$ cat config.mk
export PLATFORM = sky130hd
export DESIGN_NAME = ifs_score
export DESIGN_NICKNAME = d
export VERILOG_FILES = /design/src/rtl/core/ifs_pkg.sv /design/src/rtl/core/ifs_score.sv
export SDC_FILE = /design/constraint.sdc
export NUM_CORES = 2
export LEC_CHECK = 0
export BUFFER_PORTS_ARGS = -buffer_cell sky130_fd_sc_hd__buf_2
export CAP_MARGIN = 0
export CORE_MARGIN = 4
export CORE_UTILIZATION = 47
export DETAILED_ROUTE_END_ITERATION = 12
export GPL_TIMING_DRIVEN = 0
export HOLD_SLACK_MARGIN = 0.15
export PLACE_DENSITY = 0.65
export REMOVE_ABC_BUFFERS = 1
export SLEW_MARGIN = 10
export SYNTH_ARGS = -nofsm -noshare
export SYNTH_HDL_FRONTEND = slang
export SYNTH_SLANG_ARGS = --single-unit
$ cat constraint.sdc
create_clock -name clk -period 7.5 [get_ports clk]
set_input_delay 0 -clock clk [delete_from_list [all_inputs] [get_ports clk]]
set_output_delay 0 -clock clk [all_outputs]
set_load 0.1 [all_outputs]
$ cat src/rtl/core/ifs_pkg.sv
package ifs_pkg;

  localparam int MAX_TREES_DEF      = 64;
  localparam int NODES_PER_TREE_DEF = 256;
  localparam int MAX_DEPTH_DEF      = 16;

  localparam int CFG_INDEX_W = 1;
  localparam int CFG_DATA_W  = 24;
  localparam logic [CFG_INDEX_W-1:0] CFG_TREE_COUNT   = 1'b0;
  localparam logic [CFG_INDEX_W-1:0] CFG_INVERSE_NORM = 1'b1;

  localparam logic OP_WRITE = 1'b0;
  localparam logic OP_SCORE = 1'b1;

  localparam logic [1:0] CLASS_NORMAL  = 2'd0;
  localparam logic [1:0] CLASS_MILD    = 2'd1;
  localparam logic [1:0] CLASS_SUSPECT = 2'd2;
  localparam logic [1:0] CLASS_ANOMALY = 2'd3;

  // Q0.16 class boundaries: 0.5, 0.7, 0.8
  localparam logic [15:0] SCORE_HALF  = 16'd32768;
  localparam logic [15:0] SCORE_SEVEN = 16'd45875;
  localparam logic [15:0] SCORE_EIGHT = 16'd52428;

  localparam logic [63:0] LN2_Q16   = 64'd45426;
  localparam logic [63:0] GAMMA_Q16 = 64'd37829;

  typedef struct packed {
    logic [7:0]  child_below;
    logic [7:0]  child_above;
    logic        is_leaf;
    logic [7:0]  leaf_size;
    logic [31:0] threshold;
  } node_t;

  localparam int NODE_W = $bits(node_t);

  typedef enum logic [1:0] {
    ST_IDLE,
    ST_WALK,
    ST_SCORE,
    ST_HOLD
  } walk_state_t;

  typedef enum logic [1:0] {
    SC_IDLE,
    SC_MUL,
    SC_EXP,
    SC_ROUND
  } score_state_t;

  // Elaboration-time helpers for the constant tables below.
  function automatic logic [63:0] ln_q16(logic [31:0] n);
    logic [63:0] y;
    logic [63:0] lg;
    int          k;
    k = 0;
    for (int j = 1; j < 32; j++) begin
      if ((n >> j) != 32'd0) k = j;
    end
    y  = ({32'd0, n} << 16) >> k;
    lg = 64'(k) << 16;
    for (int i = 15; i >= 0; i--) begin
      y = (y * y) >> 16;
      if (y >= 64'd131072) begin
        y     = y >> 1;
        lg[i] = 1'b1;
      end
    end
    return (lg * LN2_Q16) >> 16;
  endfunction

  function automatic logic [63:0] long_div(logic [63:0] num, logic [63:0] den);
    logic [63:0] rem;
    logic [63:0] quo;
    rem = '0;
    quo = '0;
    for (int i = 63; i >= 0; i--) begin
      rem = {rem[62:0], num[i]};
      if (rem >= den) begin
        rem    = rem - den;
        quo[i] = 1'b1;
      end
    end
    return quo;
  endfunction

  function automatic logic [15:0] c_q88(int m);
    logic [63:0] h;
    logic [63:0] t;
    logic [63:0] c;
    if (m <= 1) return 16'd0;
    if (m == 2) return 16'd256;
    h = ln_q16(32'(m - 1)) + GAMMA_Q16;
    t = long_div(64'(2 * (m - 1)) << 16, 64'(m));
    c = 2 * h - t;
    return 16'((c + 64'd128) >> 8);
  endfunction

  function automatic logic [255:0][15:0] build_c_table();
    logic [255:0][15:0] tab;
    for (int m = 0; m < 256; m++) tab[m] = c_q88(m);
    return tab;
  endfunction

  function automatic logic [63:0] isqrt64(logic [63:0] v);
    logic [63:0] res;
    logic [63:0] bit_w;
    logic [63:0] rem;
    res   = '0;
    rem   = v;
    bit_w = 64'd1 << 62;
    for (int i = 0; i < 32; i++) begin
      if (rem >= res + bit_w) begin
        rem = rem - (res + bit_w);
        res = (res >> 1) + bit_w;
      end else begin
        res = res >> 1;
      end
      bit_w = bit_w >> 2;
    end
    return res;
  endfunction

  // Q.32 factors 2^(-2^-i), i = 1..16, entry i-1
  function automatic logic [15:0][31:0] build_exp_factors();
    logic [15:0][31:0] tab;
    logic [63:0]       f;
    f = 64'd1 << 31;
    for (int i = 0; i < 16; i++) begin
      f      = isqrt64(f << 32);
      tab[i] = f[31:0];
    end
    return tab;
  endfunction

  // c(leaf size) in Q8.8
  localparam logic [255:0][15:0] C_TABLE    = build_c_table();
  localparam logic [15:0][31:0]  EXP_FACTOR = build_exp_factors();

endpackage

$ cat src/rtl/core/ifs_score.sv
module ifs_score #(
  parameter int TOTAL_W = 19
) (
  input  logic               clk,
  input  logic               rst,
  input  logic               start,
  input  logic [TOTAL_W-1:0] total,
  input  logic [23:0]        inverse_norm,
  output logic               done,
  output logic [15:0]        score,
  output logic [1:0]         score_class
);

  import ifs_pkg::*;

  localparam int X_W  = TOTAL_W + 24;
  localparam int XI_W = X_W - 32;

  score_state_t st, st_next;

  logic [TOTAL_W-1:0] total_r;
  logic [XI_W-1:0]    x_int;
  logic [15:0]        frac;
  logic [32:0]        res;
  logic [3:0]         step;

  logic [X_W-1:0]  x;
  logic [64:0]     prod;
  logic [32:0]     shifted;
  logic [33:0]     rnd;
  logic [17:0]     v;
  logic [15:0]     score_val;
  logic [1:0]      class_val;

  assign x    = X_W'(total_r) * X_W'(inverse_norm);
  assign prod = 65'(res) * 65'(EXP_FACTOR[step]);

  always_comb begin
    shifted = res >> x_int[5:0];
    rnd     = 34'(shifted) + 34'd32768;
    v       = rnd[33:16];
    if (x_int >= XI_W'(33))      score_val = '0;
    else if (v > 18'd65535)      score_val = 16'hFFFF;
    else                         score_val = v[15:0];
    if (score_val <= SCORE_HALF)       class_val = CLASS_NORMAL;
    else if (score_val <= SCORE_SEVEN) class_val = CLASS_MILD;
    else if (score_val <= SCORE_EIGHT) class_val = CLASS_SUSPECT;
    else                               class_val = CLASS_ANOMALY;
  end

  always_ff @(posedge clk) begin
    if (rst) st <= SC_IDLE;
    else     st <= st_next;
  end

  always_comb begin
    st_next = st;
    case (st)
      SC_IDLE:  if (start) st_next = SC_MUL;
      SC_MUL:   st_next = SC_EXP;
      SC_EXP:   if (step == 4'd15) st_next = SC_ROUND;
      SC_ROUND: st_next = SC_IDLE;
      default:  st_next = SC_IDLE;
    endcase
  end

  always_ff @(posedge clk) begin
    if (rst) begin
      done <= 1'b0;
    end else begin
      done <= (st == SC_ROUND);
    end
    case (st)
      SC_IDLE: if (start) total_r <= total;
      SC_MUL: begin
        x_int <= x[X_W-1:32];
        frac  <= x[31:16];
        res   <= 33'd1 << 32;
        step  <= '0;
      end
      SC_EXP: begin
        // one square-root factor per fraction bit, msb first
        if (frac[4'd15 - step]) res <= prod[64:32];
        step <= step + 4'd1;
      end
      SC_ROUND: begin
        score       <= score_val;
        score_class <= class_val;
      end
      default: ;
    endcase
  end

  a_start_idle: assert property (@(posedge clk) disable iff (rst)
    start |-> st == SC_IDLE)
    else $error("score start while busy");

  a_done_after_round: assert property (@(posedge clk) disable iff (rst)
    done |-> $past(st) == SC_ROUND)
    else $error("score done without rounding step");

endmodule
* Word-level counts from Yosys, hierarchy flattened *
Memory sizes are Yosys's and may differ from the RTL's. A register that Yosys moved wholly into a read port is not among the register bits.
Index checks and enable logic that the tools add are counted.

cells by class
  shifts and indexed selects = 1
  multiply operators = 2
  div/mod/pow operators = 0
  reductions and logical operators = 6
  bitwise gates (word level) = 0
  add/subtract/negate cells = 3
  equality and inequality tests = 7
  magnitude comparators = 7
  mux-type cells = 14

operators by type and width
  operator                  number
  $pmux W33 S2              1
  $mul A33 B32 Y65          1
  $le A16 B16 Y1 const B    3
  $mul A19 B24 Y43          1
  $add A33 B16 Y34 const B  1
  $mux W33                  1
  $shr A33 B6 Y33           1
  $mux W16                  2
  $mux W32                  1
  $gt A18 B16 Y1 const B    1
  $ge A11 B6 Y1 const B     1
  $lt A4 B5 Y1 const B      2
  $pmux W2 S4               1
  $pmux W4 S2               1
  $ne A2 B2 Y1 const B      3
  $reduce_and A2 Y1         3
  $add A4 B1 Y4 const B     1
  $bmux W1 S4               1
  $eq A2 B2 Y1 const B      2
  $eq A4 B4 Y1 const B      1
  $mux W2                   2
  $mux W4                   1
  $sub A4 B4 Y4 const A     1
  $mux W1                   3
  other kinds (4)           4

word-level totals
  bits of input ports = 46
  memories kept = 1
  bits in writable memories = 0
  bits in read-only memories = 512
  flip-flop bits (word level) = 104
  bits in latches = 0

memories
  name             words  width  rd ports  clocked after memory_dff  write ports  line             text
  (no name shown)  16     32     1         1                         0            ifs_score.sv:36  assign prod = 65'(res) * 65'(EXP_FACTOR[step]);

* Depth between registers and ports, before layout *
  word-level depth = 8
  gate-level depth with buffers = 31
  gate-level depth less buffers = 30

* Least setup slack after synthesis *
No wires, ideal clock.

  path type = flip-flop to flip-flop
  start = register res[27]
  end = register res[26] (data pin)
  stages on the path, launching flop included = 28
  data required time = 7.242 ns
  library setup time = 0.258 ns
  buffers on the path = 2
  period minus slack after synthesis = 8.004 ns
  data arrival time = 7.746 ns
  path slack = -0.504 ns
  cells stage by stage = edfxtp_1 -> clkbuf_1 -> clkbuf_1 -> nand2_1 -> fa_1 -> inv_1 -> fa_1 -> inv_1 -> fa_1 -> fa_1 -> inv_1 -> fa_1 -> fa_1 -> fa_1 -> fa_1 -> ha_1 -> a21o_1 -> a211oi_1 -> o21ai_0 -> o21ai_0 -> o211a_1 -> o21ai_1 -> o31a_1 -> o31a_1 -> a311oi_2 -> o21ai_0 -> a31o_2 -> mux2i_1

on the way
  word-level cells in the longest chain between the ends = 3

RTL lines
  item                      line             text
  start: declaration        ifs_score.sv:24  logic [32:0] res;
  start signal: assignment  ifs_score.sv:78  res <= 33'd1 << 32;
  start signal: assignment  ifs_score.sv:83  if (frac[4'd15 - step]) res <= prod[64:32];
  $mul A33 B32 Y65          ifs_score.sv:36
  $mux W33                  ifs_score.sv:83
  $pmux W33 S2              ifs_score.sv:73  case (st)

No other way between the ends. The select of a mux whose other input is x is not followed.
A chain may end at the register's enable or synchronous reset.

* Final worst setup path *
  start = register res[15]
  end = register res[29] (data pin)

Same word-level chain as after synthesis.

==> results.yml <==
sta:
  max_slew_margin_pct: 27.3
  hold_viol_final: 0
  setup_viol: 28
  min_period_ps: 8260
  fin_skew_ps: 14.3
  tightest_slew_ps: 1090
  layout_setup_ws_ps: -758
  rsz0062_at_grt: "true"
  timing.final.crit_share_pct: 110
  drv_slew: 0
  fmax_ghz: 0.121
min_path:
  hold_path.class: "input port to flop"
drt:
  dr_total_vias: 38600
  postRouteAntennaNets: 0
  wl_per_cell_um: 19.5
  firstDrtPassIters: 6
  drt_iter0_markers: 2383
  vias_per_cell: 5.28
  routed_wl_um: 143000
  drc: 0
clock_tree:
  cts_tree: "built"
  clockBufferDepth: 2
  htreeDepth: 4
  cts-buffers-inserted: 17
  cts_root_buf: "clkbuf_16"
  clock-sinks: 135
  clkTransAtPathRegs_ps: 80
  clock_latency_ps: 480
final_layout:
  drive_gt1_share_pct: 8.73
  antenna_cells: 0
  register_area_um2: 3780
  syn_to_final_growth_pct: 10.8
  multi_input_area_um2: 43700
  num-fill-cells: 10100
  fin_util_pct: 52.6
  layout.nets: 7539
job:
  maxCapViolCount: 0
critical_path:
  cp_data_required_time_ps: 7740
  crit_type: "flop to flop"
  worstSetupEndpointType: "flop"
  arrival_ps: 8490
  start_kind: "flop"
  cp_max_fo: 4
status:
  status: "complete, but fails checks"
  violations: "negative setup slack"
die:
  die_h_um: 345
  die_x_um: 345
  core_um2: 113000
  pin_count: 65
  die-area_um2: 119000
  start_util_pct: 47.5
  fp-row-count: 123
yosys:
  synth.most_common_cell: "inv_1"
  yosys_most_used_dff: "edfxtp_1"
  postSynthAreaPerCell_um2: 9.26
  synth.area.top_cells: "fa_1 (49%), inv_1 (9.8%), ha_1 (9.4%)"
  ys_warn_count: 0
  synth_edf_count: 101
  yosys.area.top_type_share_pct: 48.6
  ys_top_cells_by_count: "inv_1 (1390), fa_1 (1297), nand2_1 (916)"
  yosysSeqAreaShare_pct: 6.95
  synth-async-reset-ratio_pct: 0
  synth-seq-cells: 135
  syn_area_um2: 53500
  yosys.area.top_type: "fa_1"
  synthCells: 5772
  ys_types: 80
global_route:
  grt_pass1_vias: 42600
  grt_antenna_before_repair: 1
  grt_max_degree: 42
  grt_usage_pct: 24.7
  grt_pass1_wl_um: 233000
  grt-ovfl-total: 0
placement:
  portBuffers: 64
  dp_hpwl_um: 109000
  gp_congestion: 0.853
[worst max-delay path, stage by stage, from the launching register on]
cell,delay (ps)
edfxtp_1,520
buf_6,190
buf_4,140
and2_1,150
fa_1,470
fa_1,560
inv_1,50
fa_1,490
inv_1,60
fa_1,470
fa_1,590
fa_1,430
fa_1,470
fa_1,620
ha_4,230
a21o_1,160
a211oi_2,230
o21ai_1,100
o21ai_1,170
o211a_1,240
o21ai_4,100
o31a_1,280
o31a_1,320
a311oi_4,400
buf_4,190
o31ai_4,60
xor2_1,160
and2_1,160
[area by class of cell]
class | instances | area share, %
multi-input combinational | 3920 | 73.9
clock buffer | 18 | 0.761
timing repair buffer | 331 | 6.74
sequential | 135 | 6.39
tap | 1500 | 3.17
clock inverter | 14 | 0.249
inverter | 1390 | 8.81
[metal layers]
layer	routed length (um)	track usage, %	part of all wire [%]
met4	4980	8.05	3.5
met5	13	0	0.0091
met1	57500	32.2	40
met2	69400	41.8	49
met3	10800	4.44	7.6
[timing repair]
action                     in CTS  in global routing
setup endpoints to repair      40                 36
buffers inserted              118                 35
cloned                          2                  1
pin swaps                      58                 44
hold buffers                   22                  0
hold endpoints to repair       22                  0
gates resized for setup       106                 38
[cells in the final DEF (no fill, tap or decap), types with 60 or more instances in the layout]
cell      synthesis  routed
inv_1          1390    1383
fa_1           1297    1290
nand2_1         916     915
and2_1          672     667
ha_1            401     386
buf_4             7     120
edfxtp_1        101     101
a21oi_1          93      83
buf_2             3      64
nor2_1           61      60
[stage by stage]
| stage | setup slack (ps) | instances | TNS [ps] | instance area, um2 | hold WS, ps |
|---|---|---|---|---|---|
| finish | -758 | 7308 | -12060 | 59200 | 235 |
| global route | -1050 | 7308 | -19430 | 59200 | 236 |
| CTS | -636 | 7271 | -8820 | 58700 | 201 |
| detailed placement | -1980 | 7098 | -43820 | 56400 | 178 |
| global placement | -2560 | 7009 | -62480 | 54300 | 176 |
| floorplan | -611 | 5445 | -4310 | 52200 | 71.6 |
[logic make-up after synthesis]
| family | after synthesis | synth area share, % |
|---|---|---|
| fa+ha+maj | 1698 | 57.9 |
| compound gates | 300 | 3.65 |
| flops | 135 | 6.95 |
| buf+inv | 1717 | 12.2 |
| simple gates | 1794 | 16.4 |
| xor+xnor | 72 | 1.18 |
| mux | 56 | 1.63 |
[final timing paths]
kind / start / endpoint / slack [ps] / depth (start not counted)
setup / recovery: res[15] / res[29] / -760 / 27
hold / removal: total[1] / total_r[1] / 230 / 2
setup reg to reg: res[15] / res[29] / -760 / 27
hold reg to reg: st[0] / st[0] / 550 / 2
Power is not shown: default switching activity piles up to over one toggle a cycle in this logic, so the estimate is an artifact.
