**config.mk**
```make
export PLATFORM = sky130hd
export DESIGN_NAME = ifs_ram
export DESIGN_NICKNAME = d
export VERILOG_FILES = /design/src/rtl/core/ifs_ram.sv
export SDC_FILE = /design/constraint.sdc
export NUM_CORES = 1
export LEC_CHECK = 0
export ABC_AREA = 0
export BUFFER_PORTS_ARGS = -buffer_cell sky130_fd_sc_hd__buf_2
export CELL_PAD_IN_SITES_DETAIL_PLACEMENT = 1
export CELL_PAD_IN_SITES_GLOBAL_PLACEMENT = 1
export CORE_AREA = 8 8 131 181
export CTS_BUF_LIST = sky130_fd_sc_hd__clkbuf_8
export CTS_CLUSTER_DIAMETER = 200
export DETAILED_ROUTE_END_ITERATION = 8
export DIE_AREA = 0 0 139 189
export PLACE_DENSITY = 0.49
export SLEW_MARGIN = 25
export SYNTH_ARGS = -nofsm -noshare
export SYNTH_HDL_FRONTEND = slang
export SYNTH_SLANG_ARGS = --single-unit
export TNS_END_PERCENT = 10
```
**constraint.sdc**
```tcl
create_clock -name clk -period 5.7 [get_ports clk]
set_clock_uncertainty 0.15 [all_clocks]
set_input_delay 0.57 -clock clk [delete_from_list [all_inputs] [get_ports clk]]
set_output_delay 0.57 -clock clk [all_outputs]
set_load 0.1 [all_outputs]
```
**src/rtl/core/ifs_ram.sv**
```systemverilog
module ifs_ram #(
  parameter int WIDTH = 8,
  parameter int DEPTH = 16
) (
  input  logic                     clk,
  input  logic                     we,
  input  logic [$clog2(DEPTH)-1:0] waddr,
  input  logic [WIDTH-1:0]         wdata,
  input  logic [$clog2(DEPTH)-1:0] raddr,
  output logic [WIDTH-1:0]         rdata
);

  logic [WIDTH-1:0] mem [DEPTH];

  always_ff @(posedge clk) begin
    if (we) mem[waddr] <= wdata;
    rdata <= mem[raddr];
  end

endmodule

```
# After elaboration in Yosys (flattened, before gate mapping)
# Memory sizes are Yosys's and may differ from the RTL's. A register that Yosys moved wholly into a read port is not among the register bits.
# Index checks and enable logic that the tools add are counted.
[totals] ff_bits=0 ramBits=128 inputBits=18 word_cells=3 n_memories=1
[mem_list] memory="mem" depth=16 word_bits=8 rd=1 rd_ports_with_merged_regs=1 write_ports=1 line_no="13" text="logic [WIDTH-1:0] mem [DEPTH];"
[op_classes] muxes=2
[ops] cell="1-bit two-way mux" n=2

# Depth between registers and ports, before layout
# Gate-level depths: netlist of the first run.
[depth] depth_word=2 mapped_depth=5 depth_no_buf=3

# Worst setup path before layout of the first run
# No wires, ideal clock.
[synth_timing] path_kind="input to register" startpoint="input port waddr[2]" endpoint="memory mem[0][0], enable pin" arrival_ns=1.680 required_time_ns=5.167 path_slack_ns=3.487 stages=2 path_buffers=0 path_cell_list="or3b_2 > nor3_1"
[synth_rtl] item="start: declaration" line_no="7" text="input logic [$clog2(DEPTH)-1:0] waddr,"
[synth_rtl] item="end: declaration" line_no="13"
# No word-level cell before the write port.

==> results summary, run 1 <==
The number of endpoints with negative hold slack in the final report came out at 0. The timing endpoint of the critical path is rdata[3]$_DFF_P_. For this run, the leading register cell type out of synthesis is edfxtp_1.

The distinct cell type count after synthesis came out at 19. The number of global-route vias before repair is 2,676. The HPWL reported at the end of detailed placement is roughly 7.3 mm. The switching share of total power is around 24%.

The number of standard-cell rows in the floorplan came out at 63. The hold-critical path depth is 1. The overall power after layout is about 2.0 mW. The number of placed instances, taps included, is 507. Yosys mapped a number of flops with a built-in enable equal to between 100 and 150. The starting density of the core is 24.5%. The path type of the worst setup path is input port to flop.

The post-CTS setup buffer count is 0. The tightest min-delay check is of the input port to flop type. The first-pass detailed-route iteration total came out at 4. In this run the mean area of a mapped cell was approximately 22 µm². Yosys instantiated no cell more often than edfxtp_1. After synthesis the netlist holds a flip-flop and latch count of 136. Setup repair after global routing left no endpoint under its margin. The H-tree was split into 4 levels. The core region is 21,000 µm².

The required arrival time at the worst endpoint is between 5 and 6 ns. Ranked by total cell area, the synthesized netlist is headed by edfxtp_1, mux4_2, mux4_1, dfxtp_1, a22oi_1. Measured against its own limit, the worst slew margin works out to 34.2%.

After filler insertion, the fill cell instance count of the layout stands at 2,164. The worst setup path is launched from an input port. In this run the critical register-to-register path is launched from mem[1][3]$_DFFE_PP_.

The share of post-route cells with drive strength above 1 came out at 28.7%. The first global-routing pass estimated 17.1 mm of wire. The worst register-to-register path ends at rdata[3]$_DFF_P_. The launching element of the worst setup path is raddr[0]. Hold is met by 0.381 ns. The die outline height is 189 µm. The number of buffers inserted for hold repair after clock tree synthesis is 0. The worst-case clock buffer depth is 2. The number of buffers created by CTS came out at 17. In this run the worst path has a maximum fanout of 32. The arrival time of data at the critical path endpoint is roughly 2.3 ns. The clock input transition at the sequential cells of the worst setup and hold paths came out at ~0.080 ns.

After detailed routing, the average wire length per cell comes to about 21 µm. The weighted congestion at the end of routability-driven global placement came out at ~0.68. The endpoint kind of the worst setup timing path is a flop. The total clock sinks is 136.

In the final timing run, aggregate negative setup slack is 0 ns. The largest net degree at the start of global routing is 33. The remaining antenna violation count after routing came out at 0. The number of vias after detailed routing is 2,366.

The clock latency on the worst-skew pair is 0.44 ns. The final antenna diode count is 0. The period utilization came out at 36.5%. Summed over all layers, the routed wires come to about 11 mm.

The average via count per standard cell came out at 4.39. The final cell count without fillers is 539. The number of failing setup endpoints in the final timing report is 0. The final net count is 284. The buffer type at the clock tree root is clkbuf_8. The number of max-slew violations in the final report is 0. TritonCTS built the clock tree. The die outline area came out at 26,300 µm². The share of total power in sequential cells came out at 55.5%. The total cell area at the placement stage came out at approximately 5500 µm². The maximum achievable frequency came out at 481 MHz.

After routing the design area is approximately 5900 µm². The pin slew with the least headroom to its limit is a little under 1 ns. The total of cells resized after clock tree synthesis came out at 0. Buffers placed on the I/O ports in this run total 25. The dominant cell type by area after synthesis is edfxtp_1. Across the run, the number of max-cap violations was 0.

The largest voltage drop on the vdd net is between 0.1 and 0.15 mV. The power density of the placed cells came out at between 300 and 400 nW/µm². The internal cell power is ~1.5 mW. The cell count after synthesis is 229. The time the worst path needs with I/O delays and setup is 2.08 ns.

Counting instances in the post-synthesis netlist gives the leading cell types as edfxtp_1, mux4_2, a22oi_1. The number of DRC violations after detailed routing is 0. The analysis attributes to cell leakage a power of 1.89 nW. The share of total power dissipated in the clock network is 37.0%. The worst register-to-register path has a setup slack of a little over 4 ns. The async set or reset register ratio after synthesis came out at 0%. 26 I/O pins were placed. The worst reg-to-reg path cell count came out at 3. The run finished with clean final reports. The share of power burned in combinational logic came out at 7.5%. The combined global-route utilization of all metal layers came out at 9.13%. The remaining global-route overflow is 0. The die width is 139 µm. The area growth from synthesis to layout came out at 15.0%. The initial antenna violation count is 0. The net count after synthesis came out at 247. The starting DRC count in detailed routing is 78. The share of synthesized area in the top cell type comes to 74.7%.

For this design the total switching power over the nets is 0.487 mW. For this run, the number of Yosys warnings is 0. In this run the cell area of the synthesized design comes to 5150 µm².

The share of the Yosys chip area taken by registers is 77.8%.
-- power by group through the flow --
| stage | registers [mW] | clock network (mW) | logic (mW) |
|---|---|---|---|
| after global placement | 1.15 | 0 | 0.152 |
| after CTS | 1.12 | 0.775 | 0.154 |
| after floorplan | 1.19 | 0 | 0.0568 |
| after detailed placement | 1.15 | 0 | 0.154 |
| final | 1.12 | 0.750 | 0.151 |
| after global routing | 1.13 | 0.808 | 0.162 |
-- worst min-delay path by stage --
stage	from	end	slack, ns
floorplan	mem[7][0]$_DFFE_PP_	rdata[0]$_DFF_P_	0.48
global placement	mem[15][2]$_DFFE_PP_	rdata[2]$_DFF_P_	0.51
detailed placement	mem[15][2]$_DFFE_PP_	rdata[2]$_DFF_P_	0.52
CTS	wdata[3]	mem[5][3]$_DFFE_PP_	0.35
global route	wdata[5]	mem[7][5]$_DFFE_PP_	0.36
finish	wdata[5]	mem[7][5]$_DFFE_PP_	0.38
-- state kept, by name (all words and copies together), names as in the netlist --
signal	flops
mem	128
rdata	8
-- cell type report --
type,count,area [µm²],area share (%)
repair buffers,28,148,2.49
flip-flops and latches,136,4000,67.7
well taps,260,325,5.50
clock inverters,15,135,2.28
multi-input cells,83,1070,18.1
clock buffers,17,234,3.95
-- worst max-delay path, cell delays in order --
cell and delay (ns):
buf_2 0.08, buf_4 0.50, mux4_1 0.64, a22oi_1 0.34, nand2_1 0.11
-- layer usage --
| layer | track usage, % | vias to the layer above | wire [µm] |
|---|---|---|---|
| li1 | - | 1041 | - |
| met1 | 11.2 | 1253 | 5210 |
| met2 | 14.9 | 62 | 5620 |
| met3 | 2.82 | 10 | 473 |
| met4 | 3.30 | 0 | 146 |
| met5 | 0 | - | 0 |
-- cell usage in the layout (no fill, tap or decap), types with 3 or more instances in the layout --
cell type,n
nand2_1,9
edfxtp_1,128
clkinv_2,5
buf_2,25
clkbuf_8,17
a22oi_1,16
mux4_2,18
clkinv_1,3
mux4_1,14
dfxtp_1,8
buf_4,3
clkinvlp_4,4
nor2_1,11
-- cells by family (layout without fill, tap and decap cells) --
kind of cell	Yosys count	in the layout	share of synthesized area, %
compound gates	16	16	2.33
flops	136	136	77.8
simple gates	35	35	3.18
mux	32	32	15.0
buf+inv	10	60	1.68
-- stage by stage --
step / setup slack [ns] / util (%)
global placement: 3.11 / 26.4
finish: 3.62 / 28.2
CTS: 3.61 / 28.2
detailed placement: 3.12 / 26.5
floorplan: 3.49 / -
global route: 3.52 / 28.2
No activity file was read; power rests on OpenSTA's default activity.
==> run 2, diff against run 1 <==
--- a/config.mk
+++ b/config.mk
@@ -14,7 +14,7 @@
 export CTS_CLUSTER_DIAMETER = 200
 export DETAILED_ROUTE_END_ITERATION = 8
 export DIE_AREA = 0 0 139 189
-export PLACE_DENSITY = 0.49
+export PLACE_DENSITY = 0.51
 export SLEW_MARGIN = 25
 export SYNTH_ARGS = -nofsm -noshare
 export SYNTH_HDL_FRONTEND = slang
==> constraint.sdc (replaced) <==
create_clock -name clk -period 1.8 [get_ports clk]
set_clock_uncertainty 0.15 [all_clocks]
set_input_delay 0.18 -clock clk [delete_from_list [all_inputs] [get_ports clk]]
set_output_delay 0.18 -clock clk [all_outputs]
set_load 0.1 [all_outputs]
==> run 2 against run 1 <==
  * Global-route usage is 0.32 points lower
  * Sequential power grew to 3.2 times the previous value
  * Sequential cell count stayed put
  * Wire length fell by 3.8%
  * Count of clock-buffer cells in the layout is the same
  * Setup slack lost 3.4 ns
  * Cell area grew 4.9%
  * Utilization rose by 1.4 points
  * Die area did not move
  * Power grew to 3.2 times the previous value
  * Final cell count increased by 5.8%
  * Non-clock buffer count grew 31
==> results summary, run 2 (synthesis results as in run 1) <==
The switching share of total power is 25.0% (+0.94 points). The final antenna diode count is 0 (unchanged). The largest net degree at the start of global routing came out at 22 (-33%). The number of failing setup endpoints in the final timing report is 0 (unchanged). The worst register-to-register path begins at mem[3][4]$_DFFE_PP_. The flip-flop count of the largest register, all copies and words added came out at 128 (unchanged). The routed wire length came out at 11.0 mm (-3.8%). The worst slew margin relative to its limit came out at 64.8% (+31 points). The share of total power in sequential cells came out at 55.4% (about the same). Setup repair after global routing left no endpoint under its margin. The library cell used most frequently in the layout, excluding fill and tap cells, is edfxtp_1. The remaining antenna violation count after routing came out at 0 (unchanged). The cell leakage power is 2.06 nW (+8.8%). The endpoint identified for the worst register-to-register timing path is rdata[4]$_DFF_P_. In the layout the commonest cells are edfxtp_1, buf_2, buf_4, mux4_2, clkbuf_8.

The flow ran to the end, and the final reports show no timing, DRC or antenna violations. The final net count is 315 (+11%). The pin slew with the least headroom to its limit is 0.532 ns (-0.451 ns). The fraction of met1 tracks used by global routing was 9.95% (-1.3 points). The final setup slack of the worst path is 0.220 ns (-3.40 ns). The register-to-register setup slack is 0.33 ns (-3.76 ns). The most congested layer reported by global routing is met2. The die width came to 139 µm (unchanged). The worst-case clock buffer depth came to 2 (unchanged). Walking the worst path, the cells encountered are buf_2. The total of cells resized after clock tree synthesis came to 0 (unchanged).

The core footprint was 21,000 µm² (unchanged). The largest voltage drop on the vdd net is 0.497 mV (+260%). The number of endpoints with negative hold slack in the final report is 0 (unchanged). The clock latency on the worst-skew pair came out at 0.42 ns (-0.02 ns). The required arrival time at the worst endpoint is 1.47 ns (-4.40 ns). The arrival time of data at the critical path endpoint came out at 1.25 ns (-1.00 ns). The classification of the worst-slack hold path is input port to flop. The number of vias after detailed routing came out at 2,420 (+2.3%). The total clock sinks came out at 136 (unchanged). The cell sitting at the root of the clock tree is a clkbuf_8.

The share of power burned in combinational logic was 7.9% (+0.4 points). The number of DRC violations after detailed routing was 0 (unchanged). The worst reg-to-reg path cell count is 3 (unchanged). The cell count along the critical path came to 1 (-4). The hold-critical path depth was 3 (+2).

The die outline area is 26,300 µm² (unchanged). The worst setup slack after placement came to 0.0135 ns (-3.10 ns). The number of buffer and inverter instances along the worst setup path was 1 (-1). The post-CTS setup buffer count came out at 0 (unchanged). The number of buffers inserted for hold repair after clock tree synthesis came to 8 (+8). The number of top-level pins is 26 (unchanged).

The largest fanout on the critical path was 1 (-97%). The share of post-route cells with drive strength above 1 came out at 32.9% (+4.2 points). The met2 routing resource usage after global routing came out at 15.7% (+0.78 points). The internal cell power is 4.82 mW (+210%).

The global-route track usage on met3 is 2.47% (-0.35 points). The initial antenna violation count is 0 (unchanged). The combined global-route utilization of all metal layers is 8.81% (-0.32 points). The HPWL reported at the end of detailed placement is 7.98 mm (+9.7%).

The number of standard-cell rows in the floorplan came to 63 (unchanged). STA classifies the critical path startpoint as a flop. The max-cap violation count is 0 (unchanged). The total negative slack is 0 ns (unchanged). The average via count per standard cell is 4.25 (-3.3%). The clock group share of total power came to 36.7% (-0.3 points). The wire length of the first global-routing pass is 17.0 mm (-0.44%). The starting density of the core came out at 24.5% (unchanged).

The kind of cell with the highest combined delay along the critical path is buffers and inverters. The number of max-slew violations in the final report is 0 (unchanged). The weighted congestion at the end of routability-driven global placement is 0.745 (+10%).

The power density of the placed cells came out at 1030 nW/µm² (+200%). The worst setup path is of the flop to output port kind. The number of global-route vias before repair is 2,774 (+3.7%). For this design, the slowest cell found on the critical path is buf_2. The die outline height is 189 µm (unchanged). The clock input transition at the sequential cells of the worst setup and hold paths came out at 0.08 ns (about the same). The maximum achievable frequency came out at 633 MHz. The first-pass detailed-route iteration total came out at 4 (unchanged). The period utilization is 87.8%. The largest registers in the layout are mem: 128 flops, rdata: 8 flops. The worst min-delay path startpoint is waddr[0]. The remaining global-route overflow came to 0 (unchanged).

The largest incremental delay on the critical path is 0.46 ns (-0.18 ns). The share of the core filled with cells in the final layout came to 29.6% (+1.4 points). The endpoint kind of the worst setup timing path is an output port. The count of input and output buffers came out at 25 (unchanged). The area growth from synthesis to layout is 20.6%. The net switching power came out at 1.60 mW (+230%). The H-tree level count was 4 (unchanged).

TritonCTS built the clock tree. The post-detailed-route wirelength per cell came to 19.3 µm (-9.0%). The register name with the most flops is mem. The worst min-delay path endpoint is mem[4][6]$_DFFE_PP_. The number of buffers created by CTS came out at 17 (unchanged). The time the worst path needs with I/O delays and setup came out at 1.58 ns.

The starting DRC count in detailed routing is 121 (+55%).
## run 2: final cells by class
type                    count  area (µm²)
well taps                 260         325
multi-input cells          83        1060
fillers                  2170       14800
clock inverters            15         144
repair buffers             59         438
clock buffers              17         234
flip-flops and latches    136        4000
## run 2: routing by layer
metal	vias to the layer above	routed length, µm
met1	1266	4690
li1	1107	-
met2	40	5900
met5	-	0
met4	0	94
met3	7	320
## run 2: through the flow
step / cell area, µm² / std cells / hold slack, ns / power, mW
final: 6210 / 570 / 0.170 / 6.42
after floorplan: 5150 / 229 / 0.129 / 3.96
after global placement: 5750 / 530 / 0.412 / 4.13
after detailed placement: 5750 / 530 / 0.431 / 4.14
after global routing: 6210 / 570 / 0.157 / 6.67
after CTS: 6210 / 570 / 0.142 / 6.53
## run 2: worst max-delay path by stage
stage | startpoint | to | slack [ns]
2_1_floorplan | waddr[2] | mem[3][0]$_DFFE_PP_ | 0.20
3_3_place_gp | raddr[0] | rdata[3]$_DFF_P_ | 0.01
3_5_place_dp | raddr[0] | rdata[0]$_DFF_P_ | 0.01
4_1_cts | rdata[6]$_DFF_P_ | rdata[6] | 0.15
5_1_grt | rdata[6]$_DFF_P_ | rdata[6] | 0.13
6_report | rdata[7]$_DFF_P_ | rdata[7] | 0.22
## run 2: power by group through the flow
stage	combinational (mW)	clock (mW)	sequential [mW]
after floorplan	0.180	0	3.78
after global placement	0.501	0	3.63
after detailed placement	0.508	0	3.63
after CTS	0.523	2.44	3.56
after global routing	0.545	2.56	3.57
final	0.509	2.35	3.56
==> run 3, diff against run 2 <==
--- a/config.mk
+++ b/config.mk
@@ -9,11 +9,11 @@
 export BUFFER_PORTS_ARGS = -buffer_cell sky130_fd_sc_hd__buf_2
 export CELL_PAD_IN_SITES_DETAIL_PLACEMENT = 1
 export CELL_PAD_IN_SITES_GLOBAL_PLACEMENT = 1
-export CORE_AREA = 8 8 131 181
+export CORE_AREA = 8 8 161 148
 export CTS_BUF_LIST = sky130_fd_sc_hd__clkbuf_8
 export CTS_CLUSTER_DIAMETER = 200
 export DETAILED_ROUTE_END_ITERATION = 8
-export DIE_AREA = 0 0 139 189
+export DIE_AREA = 0 0 169 156
 export PLACE_DENSITY = 0.51
 export SLEW_MARGIN = 25
 export SYNTH_ARGS = -nofsm -noshare
==> run 3 against run 2 <==
  * Via count grew 2.9%
  * Fmax about the same
  * Power grew 2.6%
  * Clock power increased by 7%
  * Global-route usage grew 0.82 points
  * Critical endpoint is now rdata[5]
  * Largest power group unchanged
  * Highest routed layer unchanged
==> results summary, run 3 (synthesis results as in run 1) <==
The largest voltage drop on the vdd net came to 0.388 mV (-22%). The largest incremental delay on the critical path is 0.45 ns (about the same). The number of DRC violations after detailed routing is 0 (unchanged). The maximum achievable frequency came out at 633 MHz (about the same). The kind of launch point of the worst setup path is a flop. The hold-critical path depth is 3 (unchanged). The startpoint identified for the worst register-to-register timing path is mem[9][2]$_DFFE_PP_. The number of buffer and inverter instances along the worst setup path came to 1 (unchanged). The pin slew with the least headroom to its limit came out at 0.956 ns (+0.424 ns). The starting density of the core came out at 24.3% (-0.25 points). The number of failing setup endpoints in the final timing report came out at 0 (unchanged).

The path type of the worst setup path is flop to output port. The routed wire length on met2 is 5.45 mm (-7.6%). mem holds more flip-flops than any other register. The starting DRC count in detailed routing came out at 219 (+81%). The count of fill cells added during filler insertion is 2,205 (+1.6%).

The die outline height is 156 µm (-17%). The required arrival time at the worst endpoint is 1.47 ns (about the same). The wire length on met3 came out at 592 µm (+85%). The number of standard-cell rows in the floorplan came out at 51 (-19%). The number of buffers created by CTS was 17 (unchanged). The routed wire length came to 11.9 mm (+7.9%).

The tightest min-delay check is of the input port to flop type. The max-cap violation count was 0 (unchanged). TritonCTS built the clock tree.

The switching share of total power is 22.7% (-2.3 points). Relative to the synthesized area, the layout overhead comes to 21.0%. The cell leakage power came out at 2.06 nW (+0.13%).

The total clock sinks was 136 (unchanged). Leaving out fill and tap cells, the most frequent cells in the layout are edfxtp_1, buf_2, clkbuf_8, mux4_2, buf_4. The number of top-level pins is 26 (unchanged). The post-detailed-route wirelength per cell was 20.0 µm (+3.4%).

The time the worst path needs with I/O delays and setup came out at 1.58 ns (+0.000708 ns). The average via count per standard cell is 4.18 (-1.4%). The remaining antenna violation count after routing is 0 (unchanged). The number of endpoints with negative hold slack in the final report is 0 (unchanged).

The weighted congestion at the end of routability-driven global placement came out at 0.733 (-1.7%). The worst reg-to-reg path cell count came out at 3 (unchanged). The clock latency on the worst-skew pair came out at 0.44 ns (+0.02 ns). The worst min-delay path startpoint is waddr[2].

The met1 wire length came out at 5.75 mm (+22%). Walking the worst path, the cells encountered are buf_2. The commonest non-fill, non-tap cell in the layout is edfxtp_1.

The share of power burned in combinational logic is 7.7% (-0.2 points). The combined global-route utilization of all metal layers came to 9.63% (+0.82 points). The largest fanout on the critical path came out at 1 (unchanged). The largest registers in the layout are mem: 128 flops, rdata: 8 flops.

The share of post-route cells with drive strength above 1 came out at 30.6% (-2.3 points). The total negative slack came out at 0 ns (unchanged). The initial antenna violation count is 0 (unchanged). Setup repair after global routing left no endpoint under its margin. The worst setup path is captured at an output port. The share of total power in sequential cells is 54.0% (-1.4 points). The period utilization is 87.8% (about the same). The run finished with clean final reports.

The arrival time of data at the critical path endpoint is 1.25 ns (about the same). The wire length of the first global-routing pass is 17.7 mm (+4.0%). The cell count along the critical path is 1 (unchanged).

The final net count is 309 (-1.9%). The highest layer touched by signal routing is met4. The final antenna diode count is 0 (unchanged). The number of global-route vias before repair is 2,754 (-0.72%).

The power density of the placed cells is 1060 nW/µm² (+2.3%). The share of the core filled with cells in the final layout is 29.4% (-0.21 points). The worst slew margin relative to its limit is 36.2% (-29 points). The internal cell power came out at 5.09 mW (+5.7%). The remaining global-route overflow is 0 (unchanged). The post-CTS setup buffer count came to 0 (unchanged). The die outline area came out at 26,400 µm² (+0.35%). The core footprint is 21,200 µm² (+1.0%). The HPWL reported at the end of detailed placement is 7.30 mm (-8.6%). The worst-case clock buffer depth was 2 (unchanged). The net switching power was 1.50 mW (-6.7%).

The category of cells accounting for the largest share of critical-path delay is buffers and inverters. The die width is 169 µm (+22%). The count of input and output buffers came out at 25 (unchanged). The clock group share of total power came out at 38.3% (+1.6 points). The cell sitting at the root of the clock tree is a clkbuf_8.

The largest net degree at the start of global routing came out at 33 (+50%). The H-tree level count came out at 4 (unchanged). The first-pass detailed-route iteration total was 4 (unchanged). Tracing the worst setup path back leads to its startpoint at rdata[5]$_DFF_P_.

The number of max-slew violations in the final report is 0 (unchanged). The slowest stage of the critical path belongs to the cell buf_2. The number of vias after detailed routing came to 2,490 (+2.9%).

The clock input transition at the sequential cells of the worst setup and hold paths is 0.07 ns (about the same). The flip-flop count of the largest register, all copies and words added came out at 128 (unchanged).
-- run 3: what timing repair did --
| action | in CTS | in global routing |
|---|---|---|
| resized for setup | 0 | 0 |
| hold buffers | 8 | 0 |
| hold endpoints to repair | 128 | 0 |
-- run 3: final timing paths --
path	endpoint	slack (ns)
worst min register to register	rdata[7]$_DFF_P_	0.53
worst min-delay path	mem[6][6]$_DFFE_PP_	0.13
worst max register to register	rdata[2]$_DFF_P_	0.25
worst max-delay path	rdata[5]	0.22
-- run 3: power groups by stage --
stage / combinational (mW) / clock [mW] / sequential, mW
detailed placement: 0.504 / 0 / 3.63
global placement: 0.496 / 0 / 3.62
floorplan: 0.180 / 0 / 3.78
finish: 0.508 / 2.52 / 3.56
global route: 0.543 / 2.71 / 3.56
CTS: 0.519 / 2.59 / 3.56
-- run 3: layer usage --
| metal | vias to the layer above | global-route usage, % |
|---|---|---|
| met3 | 10 | 3.29 |
| met5 | - | 0 |
| met4 | 0 | 3.03 |
| met2 | 59 | 14.5 |
| met1 | 1330 | 12.8 |
| li1 | 1091 | - |
-- run 3: metrics by stage --
step | std cells | total power, mW | setup slack [ns] | hold WS [ns] | cell area, µm²
floorplan | 229 | 3.96 | 0.204 | 0.129 | 5150
global placement | 555 | 4.12 | 0.0555 | 0.405 | 5740
detailed placement | 555 | 4.13 | 0.0548 | 0.430 | 5740
CTS | 595 | 6.66 | 0.192 | 0.107 | 6230
global route | 595 | 6.82 | 0.174 | 0.149 | 6230
finish | 595 | 6.59 | 0.219 | 0.133 | 6230
-- run 3: area by class of cell --
| cell class | instances | area [µm²] | area share (%) |
|---|---|---|---|
| Sequential cell | 136 | 4000 | 64.3 |
| Multi-Input combinational cell | 83 | 1060 | 17.1 |
| Timing Repair Buffer | 53 | 393 | 6.31 |
| Tap cell | 291 | 364 | 5.85 |
| Clock buffer | 22 | 303 | 4.86 |
| Clock inverter | 10 | 101 | 1.63 |
